--- src/design/lndg_pkg.sv ---
// Shared constants, control-word type and microprogram for the drift generator.
package lndg_pkg;

    // Default sizes for the top-level parameters
    localparam int PHASE_BITS_DEF = 24;
    localparam int SINE_DEPTH_DEF = 256;

    // Field widths
    localparam int DEPTH_W = 17;
    localparam int NOISE_W = 16;
    localparam int BT_W    = 24;
    localparam int FILT_W  = 18;
    localparam int ACC_W   = 19;
    localparam int LFO_W   = 18;
    localparam int GAIN_W  = 17;
    localparam int DIFF_W  = 19;
    localparam int TDATA_W = 40;

    // Shared multiplier operand and product widths
    localparam int MUL_A_W = 25;
    localparam int MUL_B_W = 22;
    localparam int PROD_W  = MUL_A_W + MUL_B_W;

    // Fixed-point constants
    localparam logic [BT_W-1:0]    BT_RESET    = 24'd195225;
    localparam logic [DEPTH_W-1:0] FULL_SCALE  = 17'd65536;
    localparam logic [31:0]        HALF_PI_Q30 = 32'd1686629713;
    localparam logic [15:0]        SINE_PEAK   = 16'd32767;

    localparam logic signed [MUL_B_W-1:0] K_SLOW   = 22'sd19661;
    localparam logic signed [MUL_B_W-1:0] K_MID    = 22'sd45875;
    localparam logic signed [MUL_B_W-1:0] K_FAST   = 22'sd72090;
    localparam logic signed [MUL_B_W-1:0] GAIN_C   = 22'sd2058874;
    localparam logic signed [MUL_B_W-1:0] INV175   = 22'sd37449;
    localparam logic signed [MUL_B_W-1:0] POINT2   = 22'sd13107;

    localparam logic signed [FILT_W-1:0] FILT_MAX = 18'sd131071;
    localparam logic signed [FILT_W-1:0] FILT_MIN = -18'sd131072;

    // Multiplier operand selects
    localparam logic [2:0] MUL_NONE      = 3'd0;
    localparam logic [2:0] MUL_BT_K      = 3'd1;
    localparam logic [2:0] MUL_SUM_INV   = 3'd2;
    localparam logic [2:0] MUL_BT_GAIN   = 3'd3;
    localparam logic [2:0] MUL_G_DIFF    = 3'd4;
    localparam logic [2:0] MUL_FILT_P2   = 3'd5;
    localparam logic [2:0] MUL_LEV_DEPTH = 3'd6;

    // Write-back operations
    localparam logic [3:0] WB_NONE  = 4'd0;
    localparam logic [3:0] WB_INIT  = 4'd1;
    localparam logic [3:0] WB_PHASE = 4'd2;
    localparam logic [3:0] WB_ROM   = 4'd3;
    localparam logic [3:0] WB_ACC   = 4'd4;
    localparam logic [3:0] WB_LFO   = 4'd5;
    localparam logic [3:0] WB_GAIN  = 4'd6;
    localparam logic [3:0] WB_FILT  = 4'd7;
    localparam logic [3:0] WB_LEVEL = 4'd8;
    localparam logic [3:0] WB_OUT   = 4'd9;
    localparam logic [3:0] WB_ZERO  = 4'd10;

    // Jump conditions
    localparam logic [1:0] COND_NONE       = 2'd0;
    localparam logic [1:0] COND_DEPTH_ZERO = 2'd1;
    localparam logic [1:0] COND_LANE_MORE  = 2'd2;

    // Program addresses
    localparam int PC_W = 4;
    localparam logic [PC_W-1:0] PC_CHECK     = 4'd0;
    localparam logic [PC_W-1:0] PC_LOOP      = 4'd1;
    localparam logic [PC_W-1:0] PC_PHASE     = 4'd2;
    localparam logic [PC_W-1:0] PC_ROM       = 4'd3;
    localparam logic [PC_W-1:0] PC_ACC       = 4'd4;
    localparam logic [PC_W-1:0] PC_LFO_MUL   = 4'd5;
    localparam logic [PC_W-1:0] PC_LFO       = 4'd6;
    localparam logic [PC_W-1:0] PC_GAIN      = 4'd7;
    localparam logic [PC_W-1:0] PC_FILT_MUL  = 4'd8;
    localparam logic [PC_W-1:0] PC_FILT      = 4'd9;
    localparam logic [PC_W-1:0] PC_NOISE_MUL = 4'd10;
    localparam logic [PC_W-1:0] PC_LEVEL     = 4'd11;
    localparam logic [PC_W-1:0] PC_OUT_MUL   = 4'd12;
    localparam logic [PC_W-1:0] PC_OUT       = 4'd13;
    localparam logic [PC_W-1:0] PC_ZERO      = 4'd14;

    typedef struct packed {
        logic [2:0]      mul_sel;
        logic [3:0]      wb_sel;
        logic [1:0]      cond;
        logic [PC_W-1:0] target;
        logic            last;
    } ctrl_word_t;

    // Microprogram: one control word per step
    function automatic ctrl_word_t ucode(input logic [PC_W-1:0] pc);
        ctrl_word_t w;
        w = '{MUL_NONE, WB_NONE, COND_NONE, PC_CHECK, 1'b0};
        unique case (pc)
            PC_CHECK:     w = '{MUL_NONE, WB_INIT, COND_DEPTH_ZERO, PC_ZERO, 1'b0};
            PC_LOOP:      w = '{MUL_BT_K, WB_NONE, COND_NONE, PC_CHECK, 1'b0};
            PC_PHASE:     w = '{MUL_NONE, WB_PHASE, COND_NONE, PC_CHECK, 1'b0};
            PC_ROM:       w = '{MUL_NONE, WB_ROM, COND_NONE, PC_CHECK, 1'b0};
            PC_ACC:       w = '{MUL_NONE, WB_ACC, COND_LANE_MORE, PC_LOOP, 1'b0};
            PC_LFO_MUL:   w = '{MUL_SUM_INV, WB_NONE, COND_NONE, PC_CHECK, 1'b0};
            PC_LFO:       w = '{MUL_BT_GAIN, WB_LFO, COND_NONE, PC_CHECK, 1'b0};
            PC_GAIN:      w = '{MUL_NONE, WB_GAIN, COND_NONE, PC_CHECK, 1'b0};
            PC_FILT_MUL:  w = '{MUL_G_DIFF, WB_NONE, COND_NONE, PC_CHECK, 1'b0};
            PC_FILT:      w = '{MUL_NONE, WB_FILT, COND_NONE, PC_CHECK, 1'b0};
            PC_NOISE_MUL: w = '{MUL_FILT_P2, WB_NONE, COND_NONE, PC_CHECK, 1'b0};
            PC_LEVEL:     w = '{MUL_NONE, WB_LEVEL, COND_NONE, PC_CHECK, 1'b0};
            PC_OUT_MUL:   w = '{MUL_LEV_DEPTH, WB_NONE, COND_NONE, PC_CHECK, 1'b0};
            PC_OUT:       w = '{MUL_NONE, WB_OUT, COND_NONE, PC_CHECK, 1'b1};
            PC_ZERO:      w = '{MUL_NONE, WB_ZERO, COND_NONE, PC_CHECK, 1'b1};
            default:      w = '{MUL_NONE, WB_NONE, COND_NONE, PC_CHECK, 1'b1};
        endcase
        return w;
    endfunction

endpackage

--- src/design/lfo_noise_drift_generator.sv ---
// Drift generator: microcoded sequencer over one shared multiplier and a sine ROM.
// A word runs through the whole microprogram before its result is registered; zero depth takes a short path.
// A new word is accepted only once the previous one has finished; the three passes of the
// phase/sine loop and the single shared multiplier set the length of the program.
// A finished result waits in the output register until taken; the next word is accepted meanwhile.
// Reset (aresetn low, synchronous): phases and filter cleared, block_time = 195225, no word pending.
module lfo_noise_drift_generator #(
    parameter int PHASE_BITS       = lndg_pkg::PHASE_BITS_DEF,
    parameter int SINE_TABLE_DEPTH = lndg_pkg::SINE_DEPTH_DEF
) (
    input  logic                         aclk,
    input  logic                         aresetn,
    // configuration: block_time
    input  logic                         cfg_valid,
    output logic                         cfg_ready,
    input  logic [lndg_pkg::BT_W-1:0]    cfg_data,
    // input stream
    input  logic                         s_tvalid,
    output logic                         s_tready,
    input  logic [lndg_pkg::TDATA_W-1:0] s_tdata,   // [16:0] depth, [32:17] noise_sample
    // result stream
    output logic                         m_tvalid,
    input  logic                         m_tready,
    output logic [lndg_pkg::TDATA_W-1:0] m_tdata    // [16:0] drift_out, [33:17] drift_level
);

    localparam int SH      = 40 - PHASE_BITS;
    localparam int FOUR_D  = 4 * SINE_TABLE_DEPTH;
    localparam int IDX_W   = $clog2(FOUR_D);
    localparam int AW      = $clog2(SINE_TABLE_DEPTH);
    localparam int RW      = $clog2(SINE_TABLE_DEPTH + 1);
    localparam int IP_W    = PHASE_BITS + IDX_W;
    localparam int RND_W   = lndg_pkg::PROD_W + 1;
    localparam logic [63:0] DEPTH_64 = 64'(SINE_TABLE_DEPTH);

    typedef logic [15:0] sine_rom_t [SINE_TABLE_DEPTH];

    // Quarter-wave sine entry in Q1.15, Taylor series in Q30
    function automatic logic [15:0] sine_entry(input logic [31:0] i);
        logic [63:0] one;
        logic [63:0] x;
        logic [63:0] x2;
        logic [63:0] t;
        logic [63:0] s;
        logic [63:0] e;
        one = 64'd1 << 30;
        x   = (64'(lndg_pkg::HALF_PI_Q30) * 64'(i)) / DEPTH_64;
        x2  = (x * x) >> 30;
        t   = one - x2 / 64'd72;
        t   = one - ((x2 * t) >> 30) / 64'd42;
        t   = one - ((x2 * t) >> 30) / 64'd20;
        t   = one - ((x2 * t) >> 30) / 64'd6;
        s   = (x * t) >> 30;
        e   = (s * 64'd32767 + (64'd1 << 29)) >> 30;
        return (e > 64'd32767) ? lndg_pkg::SINE_PEAK : e[15:0];
    endfunction

    function automatic sine_rom_t build_rom();
        sine_rom_t rom;
        for (int i = 0; i < SINE_TABLE_DEPTH; i++) begin
            rom[i] = sine_entry(32'(i));
        end
        return rom;
    endfunction

    localparam sine_rom_t SINE_ROM = build_rom();

    // control
    logic                        busy_reg;
    logic [lndg_pkg::PC_W-1:0]   pc_reg;
    logic [lndg_pkg::PC_W-1:0]   pc_next;
    logic                        m_tvalid_reg;
    lndg_pkg::ctrl_word_t        word;
    logic                        out_free;
    logic                        step_en;
    logic                        take_jump;
    logic                        s_accept;

    // state
    logic [lndg_pkg::BT_W-1:0]          bt_reg;
    logic [PHASE_BITS-1:0]              phase_reg [3];
    logic signed [lndg_pkg::FILT_W-1:0] filt_reg;

    // datapath
    logic [lndg_pkg::DEPTH_W-1:0]         depth_reg;
    logic signed [lndg_pkg::NOISE_W-1:0]  noise_reg;
    logic [1:0]                           lane_reg;
    logic signed [lndg_pkg::ACC_W-1:0]    acc_reg;
    logic signed [lndg_pkg::LFO_W-1:0]    lfo_reg;
    logic [lndg_pkg::GAIN_W-1:0]          gain_reg;
    logic [lndg_pkg::DEPTH_W-1:0]         lev_reg;
    logic signed [lndg_pkg::PROD_W-1:0]   prod_reg;
    logic [15:0]                          rom_reg;
    logic                                 neg_reg;
    logic                                 full_reg;
    logic [lndg_pkg::DEPTH_W-1:0]         drift_out_reg;
    logic [lndg_pkg::DEPTH_W-1:0]         drift_level_reg;

    assign cfg_ready = 1'b1;
    assign s_tready  = !busy_reg;
    assign s_accept  = s_tvalid && !busy_reg;
    assign m_tvalid  = m_tvalid_reg;
    assign m_tdata   = {6'd0, drift_level_reg, drift_out_reg};

    // sequencer
    assign word     = lndg_pkg::ucode(pc_reg);
    assign out_free = !m_tvalid_reg || m_tready;
    assign step_en  = busy_reg && (!word.last || out_free);

    always_comb begin
        unique case (word.cond)
            lndg_pkg::COND_DEPTH_ZERO: take_jump = (depth_reg == '0);
            lndg_pkg::COND_LANE_MORE:  take_jump = (lane_reg != 2'd2);
            default:                   take_jump = 1'b0;
        endcase
        pc_next = take_jump ? word.target : pc_reg + 1'b1;
    end

    always_ff @(posedge aclk) begin
        if (!aresetn) begin
            busy_reg     <= 1'b0;
            pc_reg       <= lndg_pkg::PC_CHECK;
            m_tvalid_reg <= 1'b0;
        end else begin
            // result valid: set by the last step, cleared when taken
            if (step_en && word.last) begin
                m_tvalid_reg <= 1'b1;
            end else if (m_tready) begin
                m_tvalid_reg <= 1'b0;
            end
            if (s_accept) begin
                busy_reg <= 1'b1;
                pc_reg   <= lndg_pkg::PC_CHECK;
            end else if (step_en) begin
                if (word.last) begin
                    busy_reg <= 1'b0;
                end else begin
                    pc_reg <= pc_next;
                end
            end
        end
    end

    // shared multiplier operand select
    logic signed [lndg_pkg::MUL_A_W-1:0] mul_a;
    logic signed [lndg_pkg::MUL_B_W-1:0] mul_b;
    logic signed [lndg_pkg::MUL_B_W-1:0] k_lane;
    logic signed [lndg_pkg::DIFF_W-1:0]  diff;
    logic signed [lndg_pkg::PROD_W-1:0]  mul_p;

    always_comb begin
        unique case (lane_reg)
            2'd0:    k_lane = lndg_pkg::K_SLOW;
            2'd1:    k_lane = lndg_pkg::K_MID;
            default: k_lane = lndg_pkg::K_FAST;
        endcase
    end

    assign diff = lndg_pkg::DIFF_W'(signed'({noise_reg, 2'b00})) - lndg_pkg::DIFF_W'(filt_reg);

    always_comb begin
        unique case (word.mul_sel)
            lndg_pkg::MUL_BT_K: begin
                mul_a = lndg_pkg::MUL_A_W'({1'b0, bt_reg});
                mul_b = k_lane;
            end
            lndg_pkg::MUL_SUM_INV: begin
                mul_a = lndg_pkg::MUL_A_W'(acc_reg);
                mul_b = lndg_pkg::INV175;
            end
            lndg_pkg::MUL_BT_GAIN: begin
                mul_a = lndg_pkg::MUL_A_W'({1'b0, bt_reg});
                mul_b = lndg_pkg::GAIN_C;
            end
            lndg_pkg::MUL_G_DIFF: begin
                mul_a = lndg_pkg::MUL_A_W'(diff);
                mul_b = lndg_pkg::MUL_B_W'({1'b0, gain_reg});
            end
            lndg_pkg::MUL_FILT_P2: begin
                mul_a = lndg_pkg::MUL_A_W'(filt_reg);
                mul_b = lndg_pkg::POINT2;
            end
            lndg_pkg::MUL_LEV_DEPTH: begin
                mul_a = lndg_pkg::MUL_A_W'({1'b0, lev_reg});
                mul_b = lndg_pkg::MUL_B_W'({1'b0, depth_reg});
            end
            default: begin
                mul_a = '0;
                mul_b = '0;
            end
        endcase
    end

    assign mul_p = lndg_pkg::PROD_W'(mul_a) * lndg_pkg::PROD_W'(mul_b);

    // rounded views of the product (floor after the shift)
    logic signed [RND_W-1:0] rnd16;
    logic signed [RND_W-1:0] rnd17;
    logic signed [RND_W-1:0] rnd24;
    logic        [RND_W-1:0] rnd_ph;

    assign rnd16  = RND_W'(prod_reg) + RND_W'(32'sd32768);
    assign rnd17  = RND_W'(prod_reg) + RND_W'(32'sd65536);
    assign rnd24  = RND_W'(prod_reg) + RND_W'(32'sd8388608);
    assign rnd_ph = RND_W'(prod_reg) + (RND_W'(1) << (SH - 1));

    // phase advance for the current lane
    logic [PHASE_BITS-1:0] phase_cur;
    logic [PHASE_BITS-1:0] phase_next;

    assign phase_cur  = phase_reg[lane_reg];
    assign phase_next = phase_cur + rnd_ph[SH +: PHASE_BITS];

    // sine table address from the phase: quadrant and offset
    logic [IP_W-1:0]  idx_prod;
    logic [IDX_W-1:0] idx;
    logic [1:0]       quad;
    logic [RW-1:0]    r_off;
    logic [RW-1:0]    addr;
    logic [AW-1:0]    rom_addr;
    logic             addr_full;

    localparam logic [IDX_W-1:0] D1 = IDX_W'(SINE_TABLE_DEPTH);
    localparam logic [IDX_W-1:0] D2 = IDX_W'(2 * SINE_TABLE_DEPTH);
    localparam logic [IDX_W-1:0] D3 = IDX_W'(3 * SINE_TABLE_DEPTH);
    localparam logic [RW-1:0]    DR = RW'(SINE_TABLE_DEPTH);

    assign idx_prod = IP_W'(phase_cur) * IP_W'(FOUR_D);
    assign idx      = idx_prod[PHASE_BITS +: IDX_W];

    always_comb begin
        priority if (idx >= D3) begin
            quad  = 2'd3;
            r_off = RW'(idx - D3);
        end else if (idx >= D2) begin
            quad  = 2'd2;
            r_off = RW'(idx - D2);
        end else if (idx >= D1) begin
            quad  = 2'd1;
            r_off = RW'(idx - D1);
        end else begin
            quad  = 2'd0;
            r_off = RW'(idx);
        end
        addr      = quad[0] ? DR - r_off : r_off;
        addr_full = (addr == DR);
        rom_addr  = addr_full ? '0 : addr[AW-1:0];
    end

    // signed, weighted sine sample for the accumulator
    logic signed [16:0]                 sine_mag;
    logic signed [16:0]                 sine_val;
    logic signed [lndg_pkg::ACC_W-1:0]  sine_wt;

    always_comb begin
        sine_mag = full_reg ? 17'sd32767 : signed'({1'b0, rom_reg});
        sine_val = neg_reg ? -sine_mag : sine_mag;
        unique case (lane_reg)
            2'd0:    sine_wt = lndg_pkg::ACC_W'(sine_val) <<< 2;
            2'd1:    sine_wt = lndg_pkg::ACC_W'(sine_val) <<< 1;
            default: sine_wt = lndg_pkg::ACC_W'(sine_val);
        endcase
    end

    // filter update, clamped to Q1.17
    logic signed [19:0] filt_step;
    logic signed [20:0] filt_sum;
    logic signed [lndg_pkg::FILT_W-1:0] filt_new;

    assign filt_step = rnd16[16 +: 20];
    assign filt_sum  = 21'(filt_reg) + 21'(filt_step);

    always_comb begin
        priority if (filt_sum > 21'(lndg_pkg::FILT_MAX)) begin
            filt_new = lndg_pkg::FILT_MAX;
        end else if (filt_sum < 21'(lndg_pkg::FILT_MIN)) begin
            filt_new = lndg_pkg::FILT_MIN;
        end else begin
            filt_new = filt_sum[lndg_pkg::FILT_W-1:0];
        end
    end

    // filter gain, saturated to unity
    logic [23:0]                  gain_full;
    logic [lndg_pkg::GAIN_W-1:0]  gain_new;

    assign gain_full = rnd24[24 +: 24];
    assign gain_new  = (gain_full > 24'(lndg_pkg::FULL_SCALE)) ? lndg_pkg::FULL_SCALE
                                                               : gain_full[16:0];

    // blend, map to 0..1 and clamp
    logic signed [15:0]  noise_part;
    logic signed [18:0]  raw;
    logic signed [19:0]  lev_sum;
    logic signed [18:0]  lev_half;
    logic [lndg_pkg::DEPTH_W-1:0] lev_new;

    assign noise_part = rnd17[17 +: 16];
    assign raw        = 19'(lfo_reg) + 19'(noise_part);
    assign lev_sum    = 20'(raw) + 20'sd65537;
    assign lev_half   = lev_sum[19:1];

    always_comb begin
        priority if (lev_half < 19'sd0) begin
            lev_new = '0;
        end else if (lev_half > 19'sd65536) begin
            lev_new = lndg_pkg::FULL_SCALE;
        end else begin
            lev_new = lev_half[16:0];
        end
    end

    // configuration register and persistent state
    always_ff @(posedge aclk) begin
        if (!aresetn) begin
            bt_reg       <= lndg_pkg::BT_RESET;
            phase_reg[0] <= '0;
            phase_reg[1] <= '0;
            phase_reg[2] <= '0;
            filt_reg     <= '0;
        end else begin
            if (cfg_valid) begin
                bt_reg <= cfg_data;
            end
            if (step_en && word.wb_sel == lndg_pkg::WB_PHASE) begin
                phase_reg[lane_reg] <= phase_next;
            end
            if (step_en && word.wb_sel == lndg_pkg::WB_FILT) begin
                filt_reg <= filt_new;
            end
        end
    end

    // input capture, depth saturated to full scale
    always_ff @(posedge aclk) begin
        if (s_accept) begin
            depth_reg <= (s_tdata[16:0] > lndg_pkg::FULL_SCALE) ? lndg_pkg::FULL_SCALE
                                                                : s_tdata[16:0];
            noise_reg <= signed'(s_tdata[32:17]);
        end
    end

    // multiplier output register
    always_ff @(posedge aclk) begin
        if (step_en && word.mul_sel != lndg_pkg::MUL_NONE) begin
            prod_reg <= mul_p;
        end
    end

    // sine ROM read
    always_ff @(posedge aclk) begin
        if (step_en && word.wb_sel == lndg_pkg::WB_ROM) begin
            rom_reg  <= SINE_ROM[rom_addr];
            neg_reg  <= quad[1];
            full_reg <= addr_full;
        end
    end

    // datapath write-back
    always_ff @(posedge aclk) begin
        if (step_en) begin
            unique case (word.wb_sel)
                lndg_pkg::WB_INIT: begin
                    lane_reg <= 2'd0;
                    acc_reg  <= '0;
                end
                lndg_pkg::WB_ACC: begin
                    acc_reg  <= acc_reg + sine_wt;
                    lane_reg <= lane_reg + 2'd1;
                end
                lndg_pkg::WB_LFO: begin
                    lfo_reg <= rnd17[17 +: lndg_pkg::LFO_W];
                end
                lndg_pkg::WB_GAIN: begin
                    gain_reg <= gain_new;
                end
                lndg_pkg::WB_LEVEL: begin
                    lev_reg <= lev_new;
                end
                lndg_pkg::WB_OUT: begin
                    drift_out_reg   <= rnd16[16 +: lndg_pkg::DEPTH_W];
                    drift_level_reg <= lev_reg;
                end
                lndg_pkg::WB_ZERO: begin
                    drift_out_reg   <= '0;
                    drift_level_reg <= '0;
                end
                default: begin
                end
            endcase
        end
    end

endmodule
--- config.mk ---
export PLATFORM = sky130hd
export DESIGN_NAME = lfo_noise_drift_generator
export DESIGN_NICKNAME = d
export VERILOG_FILES = /design/src/design/lndg_pkg.sv /design/src/design/lfo_noise_drift_generator.sv
export SDC_FILE = /design/constraint.sdc
export NUM_CORES = 2
export LEC_CHECK = 0
export BUFFER_PORTS_ARGS = -buffer_cell sky130_fd_sc_hd__buf_2
export CORE_MARGIN = 1.5
export CORE_UTILIZATION = 25
export CTS_CLUSTER_DIAMETER = 200
export DETAILED_ROUTE_END_ITERATION = 12
export MAX_ROUTING_LAYER = met4
export PLACE_DENSITY_LB_ADDON = 0.3
export SLEW_MARGIN = 10
export SYNTH_ARGS = -nofsm -noshare
export SYNTH_HDL_FRONTEND = slang
export SYNTH_SLANG_ARGS = --single-unit
export TNS_END_PERCENT = 20
--- constraint.sdc ---
create_clock -name aclk -period 11.4 [get_ports aclk]
set_input_delay 2.28 -clock aclk [delete_from_list [all_inputs] [get_ports aclk]]
set_output_delay 2.28 -clock aclk [all_outputs]
set_load 0.01 [all_outputs]
-- Word-level counts from Yosys, hierarchy flattened
Memory sizes are Yosys's and may differ from the RTL's. A register that Yosys moved wholly into a read port is not among the register bits.
Cells that the tools add are included.
- output and inout port bits: 43
- register bits after elaboration: 237
- word-level logic and storage cells: 141
- ROM bits: 4320
- memories: 3
- bits in writable memories: 72
- bitwise gates (word level): 3
- eq/ne operators: 21
- muxes and demuxes: 38
- add/subtract/negate cells: 16
- reduce and logical (&&, ||, !) cells: 32
- $lt $le $gt $ge: 9
- multipliers: 1
- memories (memory ; depth ; bits a word ; rd ports ; clocked after Yosys merged registers in ; wr ports ; line ; source):
    (no name shown) ; 256 ; 16 ; 1 ; 1 ; 0 ; lfo_noise_drift_generator.sv:353 ; rom_reg <= SINE_ROM[rom_addr];
    (no name shown) ; 16 ; 14 ; 1 ; 1 ; 0 ; lndg_pkg.sv:97 ; unique case (pc)
    phase_reg ; 3 ; 24 ; 1 ; 1 ; 3 ; lfo_noise_drift_generator.sv:81 ; logic [PHASE_BITS-1:0] phase_reg [3];
- operator list (kind ; count):
    case mux 21 bit (6 select lines) ; 1
    case mux 25 bit (5 select lines) ; 1
    case mux 17 bit (2 select lines) ; 3
    adder 47 x 25 -> 48 bit, second input constant ; 1
    multiplier 25 x 22 -> 47 bit ; 1
    adder 40 x 17 -> 40 bit, second input constant ; 1
    case mux 19 bit (2 select lines) ; 1
    two-way mux 18 bit ; 2
    two-way mux 9 bit ; 4
    case mux 18 bit (2 select lines) ; 1
    adder 35 x 18 -> 35 bit, second input constant ; 1
    two-way mux 17 bit ; 2
    adder 24 bit ; 1
    greater-than comparator 24 x 17 -> 1 bit, second input constant ; 1
    two-way mux 24 bit ; 1
    OR reduction 24 bit ; 1
    adder 18 x 20 -> 21 bit ; 1
    greater-than comparator 21 x 18 -> 1 bit, second input constant ; 1
    less-than comparator 21 x 18 -> 1 bit, second input constant ; 1
    adder 19 x 18 -> 20 bit, second input constant ; 1
    greater-or-equal comparator 10 bit, second input constant ; 2
    adder 18 x 16 -> 19 bit ; 1
    adder 19 bit ; 1
    greater-than comparator 19 x 18 -> 1 bit, second input constant ; 1
    other kinds (39) ; 88

-- Longest topological paths before layout
- depth after elaboration: 10
- depth in mapped cells: 39

-- Worst setup path after synthesis
Ideal clock, no wire load.
- kind: reg-to-reg
- from: register filt_reg[2] (netlist bit)
- to: register prod_reg[43] (netlist bit) (data pin)
- data required time: 11138 ps
- data arrival time: 9166 ps
- stages on the path, launching flop included: 34
- setup slack: 1972 ps
- clock period less this slack: 9428 ps
- path through: dfxtp_1 inv_1 ha_1 a21o_1 a21oi_1 o21bai_1 a21oi_1 o21bai_1 a41oi_1 o21ai_1 nor2b_1 nor2_1 clkbuf_1 clkbuf_1 o21ai_0 fa_1 fa_1 inv_1 fa_1 fa_1 fa_1 fa_1 fa_1 ha_1 a21o_1 a21o_1 a21oi_1 o21ai_0 a31o_2 a221o_1 a221o_1 a21oi_1 o21bai_1 xor2_1
- longest elaborated chain between the ends: 3
- RTL lines (element ; line ; source):
    from (decl) ; lfo_noise_drift_generator.sv:82 ; logic signed [lndg_pkg::FILT_W-1:0] filt_reg;
    from (signal assigned) ; lfo_noise_drift_generator.sv:329 ; filt_reg <= filt_new;
    subtractor 18 x 18 -> 19 bit ; lfo_noise_drift_generator.sv:159 ; assign diff = lndg_pkg::DIFF_W'(signed'({noise_reg, 2'b00})) - lndg_pkg::DIFF_W'(filt_reg);
    case mux 25 bit (5 select lines) * ; lfo_noise_drift_generator.sv:162 ; unique case (word.mul_sel)
    multiplier 25 x 22 -> 47 bit * ; lfo_noise_drift_generator.sv:194 ; assign mul_p = lndg_pkg::PROD_W'(mul_a) * lndg_pkg::PROD_W'(mul_b);
    named net mul_p, one bit ; lfo_noise_drift_generator.sv:149 ; logic signed [lndg_pkg::PROD_W-1:0] mul_p;
    to (signal assigned) ; lfo_noise_drift_generator.sv:346 ; prod_reg <= mul_p;
    to (decl) ; lfo_noise_drift_generator.sv:92 ; logic signed [lndg_pkg::PROD_W-1:0] prod_reg;
Mark *: on every way through the listed nets, which the timed path passes. The rest lies on a longest branch.
A chain may end at the register's enable or synchronous reset.

-- Worst setup path in the final report
Ends and elaborated chain as after synthesis.

==> impl_metrics.csv <==
group,metric,value,unit
timing,fmax,94.2,MHz
power,power_density,89.6,nW/um^2
power,comb_power_share,35.2,%
drt,dr.max_layer_used,"met4",
synth,ys_seq_area_share,22.5,%
timing,slew_headroom,20.3,%
cells_and_area,largest_reg_flops,96,
global_route,gr-total-overflow,0,
worst_setup_path,reg2reg_depth,30,
cells_and_area,syn_to_final_growth,10.4,%
worst_setup_path,slowest_delay,0.87,ns
timing,timing.hold.ws,0.489,ns
floorplan,core-area,172000,sq um
drt,drt_iter0_drc,2805,
floorplan,start_util,25.2,%
worst_setup_path,r2r_end,"prod_reg[43]",
synth,synth_edf_count,285,
drt,wl_met3,6850,um
worst_hold_path,hold_path.class,"reg -> reg",
cells_and_area,final_area,47900,sq um
worst_setup_path,cp-end-kind,"flip-flop",
worst_hold_path,hp-start,"bt_reg[12]",
power,p_leak,20.6,nW
timing,fin_crit_sh,93.1,%
worst_setup_path,reg2reg_from,"filt_reg[2]",
clock_tree,cts_sinks,345,
power,p_total,4.29,mW
synth,synth_common_cells,"650 x inv_1, 555 x nand2_1, 531 x fa_1, 360 x nor2_1, 285 x edfxtp_1",
clock_tree,numCtsBuffers,40,
worst_setup_path,cp_common_cell,"fa_1",
timing,worst_pin_slew,1.19,ns
global_route,grt_pass1_vias,34900,
placement,hpwl,116000,um
global_route,grt_pass1_wl,221000,um
drt,first_pass_iters,7,
cells_and_area,area.sequential,9760,sq um
synth,yosys.cell_count.top_type,"inv_1",
floorplan,num_io_pins,112,
worst_hold_path,holdPathStages,2,
worst_setup_path,critical_path_depth,30,
synth,synth_area_leaders,"fa_1 25%, edfxtp_1 20%, ha_1 8.0%, inv_1 5.6%, nand2_1 4.8%",
clock_tree,htreeDepth,2,
drt,drc,0,
worst_setup_path,worstPathRequired,11.72,ns
synth,ys.flop_type,"edfxtp_1",
synth,synth_top_area_share,24.5,%
worst_setup_path,slowest_stage,"fa_1",
placement,gp_congestion,0.927,
global_route,grt_max_degree,80,
timing,drv_slew,0,
clock_tree,postCtsHoldBufs,0,
power,vdd_ir_drop_max,0.0873,mV
cells_and_area,diodes,0,
power,p_switching,1.66,mW
power,swShare,38.7,%
worst_hold_path,min_to,"bt_reg[12]",
synth,ys_ff_latch,345,
worst_setup_path,r2r_slack,0.78,ns
clock_tree,cts_tree,"yes",
timing,setup_ws,0.784,ns
synth,async_reset_ff_share,0,%
clock_tree,clk_pin_slew,0.06,ns
synth,ys_warn_count,0,
placement,dpl_cell_area,46500,sq um
drt,vias_per_cell,4.87,
drt,wl_met1,63100,um
placement,dpl_worst_slack,0.835,ns
global_route,grt_usage,17.0,%
timing,rsz0062_at_grt,"false",
power,intPower,2.63,mW
worst_setup_path,cp-start-kind,"flip-flop",
synth,yosysUniqueCellTypes,104,
floorplan,die-area,176000,sq um
synth,syn_area,43300,sq um
status,status,"finished, final reports clean",
worst_setup_path,path_class,"reg -> reg",
cells_and_area,n_fill_cell,18500,
worst_setup_path,critical_path.top_delay_family,"adder cells",
power,pwr-share-clk,31.0,%
worst_setup_path,path_max_fanout,26,
drt,wl_per_cell,20.5,um
drt,num_vias,34600,
timing,setup_tns,0,ns
flow_run,cap_violations,0,
timing,finClkSkew,0.0410,ns
synth,syn_area_per_cell,9.08,sq um
timing,setup_viol,0,
global_route,antenna_found_initial,5,
clock_tree,cts-root-buf,"clkbuf_16",
floorplan,rows,152,
timing,hold_violations,0,
placement,portBuffers,97,
cells_and_area,nets,5627,
clock_tree,cts_max_path_buffers,3,
cells_and_area,drive_above_1_share,7.65,%
clock_tree,insertion_delay,0.61,ns
floorplan,fp.dieW,419,um
floorplan,die_h,419,um
clock_tree,cts.repair.resized,0,
drt,ant_nets,0,
clock_tree,cts_setup_buffers,0,
worst_setup_path,critPathArrivalTime,10.93,ns
synth,yosysTopAreaCell,"fa_1",
worst_setup_path,path_buf_inv,3,
drt,wirelength,146000,um
synth,syn_inst,4774,
drt,wl_met2,70600,um
timing,period_needed,10.62,ns
cells_and_area,multi_input_area,30100,sq um
power,seq_power_share,33.8,%
-- how the worst max path moves through the flow --
stage                     slack [ns]            to         from
final                           0.78  prod_reg[43]  filt_reg[2]
after detailed placement        0.84  prod_reg[43]  filt_reg[2]
after CTS                       0.77  prod_reg[43]  filt_reg[2]
after global placement          0.84  prod_reg[43]  filt_reg[2]
after global routing            0.29  prod_reg[43]  filt_reg[2]
after floorplan                 1.97  prod_reg[43]  filt_reg[2]
-- through the flow --
step | utilization, % | instances
2_1_floorplan | - | 4783
3_5_place_dp | 27.0 | 7019
5_1_grt | 27.8 | 7093
6_report | 27.8 | 7093
4_1_cts | 27.8 | 7093
3_3_place_gp | 27.0 | 7019
-- layer usage --
metal / GRT usage, % / vias up
met5: - / -
met4: 5.75 / 0
met3: 1.67 / 199
met2: 28.0 / 946
met1: 21.7 / 17400
li1: - / 16000
-- area by class of cell --
type	count	area share (%)
Multi-Input combinational cell	3505	62.9
Sequential cell	345	20.4
Tap cell	2310	6.04
Inverter	654	5.13
Timing Repair Buffer	205	2.71
Clock buffer	52	2.30
Clock inverter	22	0.536
-- cells by family (layout without fill, tap and decap cells) --
logic type      Yosys count  in the layout  synth area share (%)
simple gates           1350           1350                  14.1
compound gates         1057           1057                  15.7
buf+inv                 933            933                  8.50
fa+ha+maj               807            807                  32.5
flops                   345            345                  22.5
xor+xnor                200            200                  4.20
mux                      80             80                  2.50
other cells               2             11                0.0173
-- worst min-delay path, cell delays in order (launching register included) --
cell and delay, ns:
dfxtp_1 0.30, inv_1 0.06, o211ai_1 0.08
-- power groups by stage --
stage | registers, mW | logic, mW | clock network [mW]
6_report | 1.45 | 1.51 | 1.33
5_1_grt | 1.45 | 1.63 | 1.40
4_1_cts | 1.45 | 1.48 | 1.36
3_5_place_dp | 1.48 | 1.47 | 0
3_3_place_gp | 1.48 | 1.47 | 0
2_1_floorplan | 1.45 | 1.03 | 0
-- cells in the final DEF, fill, tap and decap left out, types with 56 or more instances in the layout --
master and n:
inv_1 649, nand2_1 555, fa_1 531, nor2_1 358, edfxtp_1 285, ha_1 276, o21ai_0 267, a21oi_1 248
xnor2_1 119, buf_4 108, buf_2 97, nor2b_1 77, xor2_1 73, nor3_1 70, a31oi_1 70, and2_1 61
a21o_1 60, nand3_1 59, dfxtp_1 56
No activity file was read; power rests on OpenSTA's default activity.
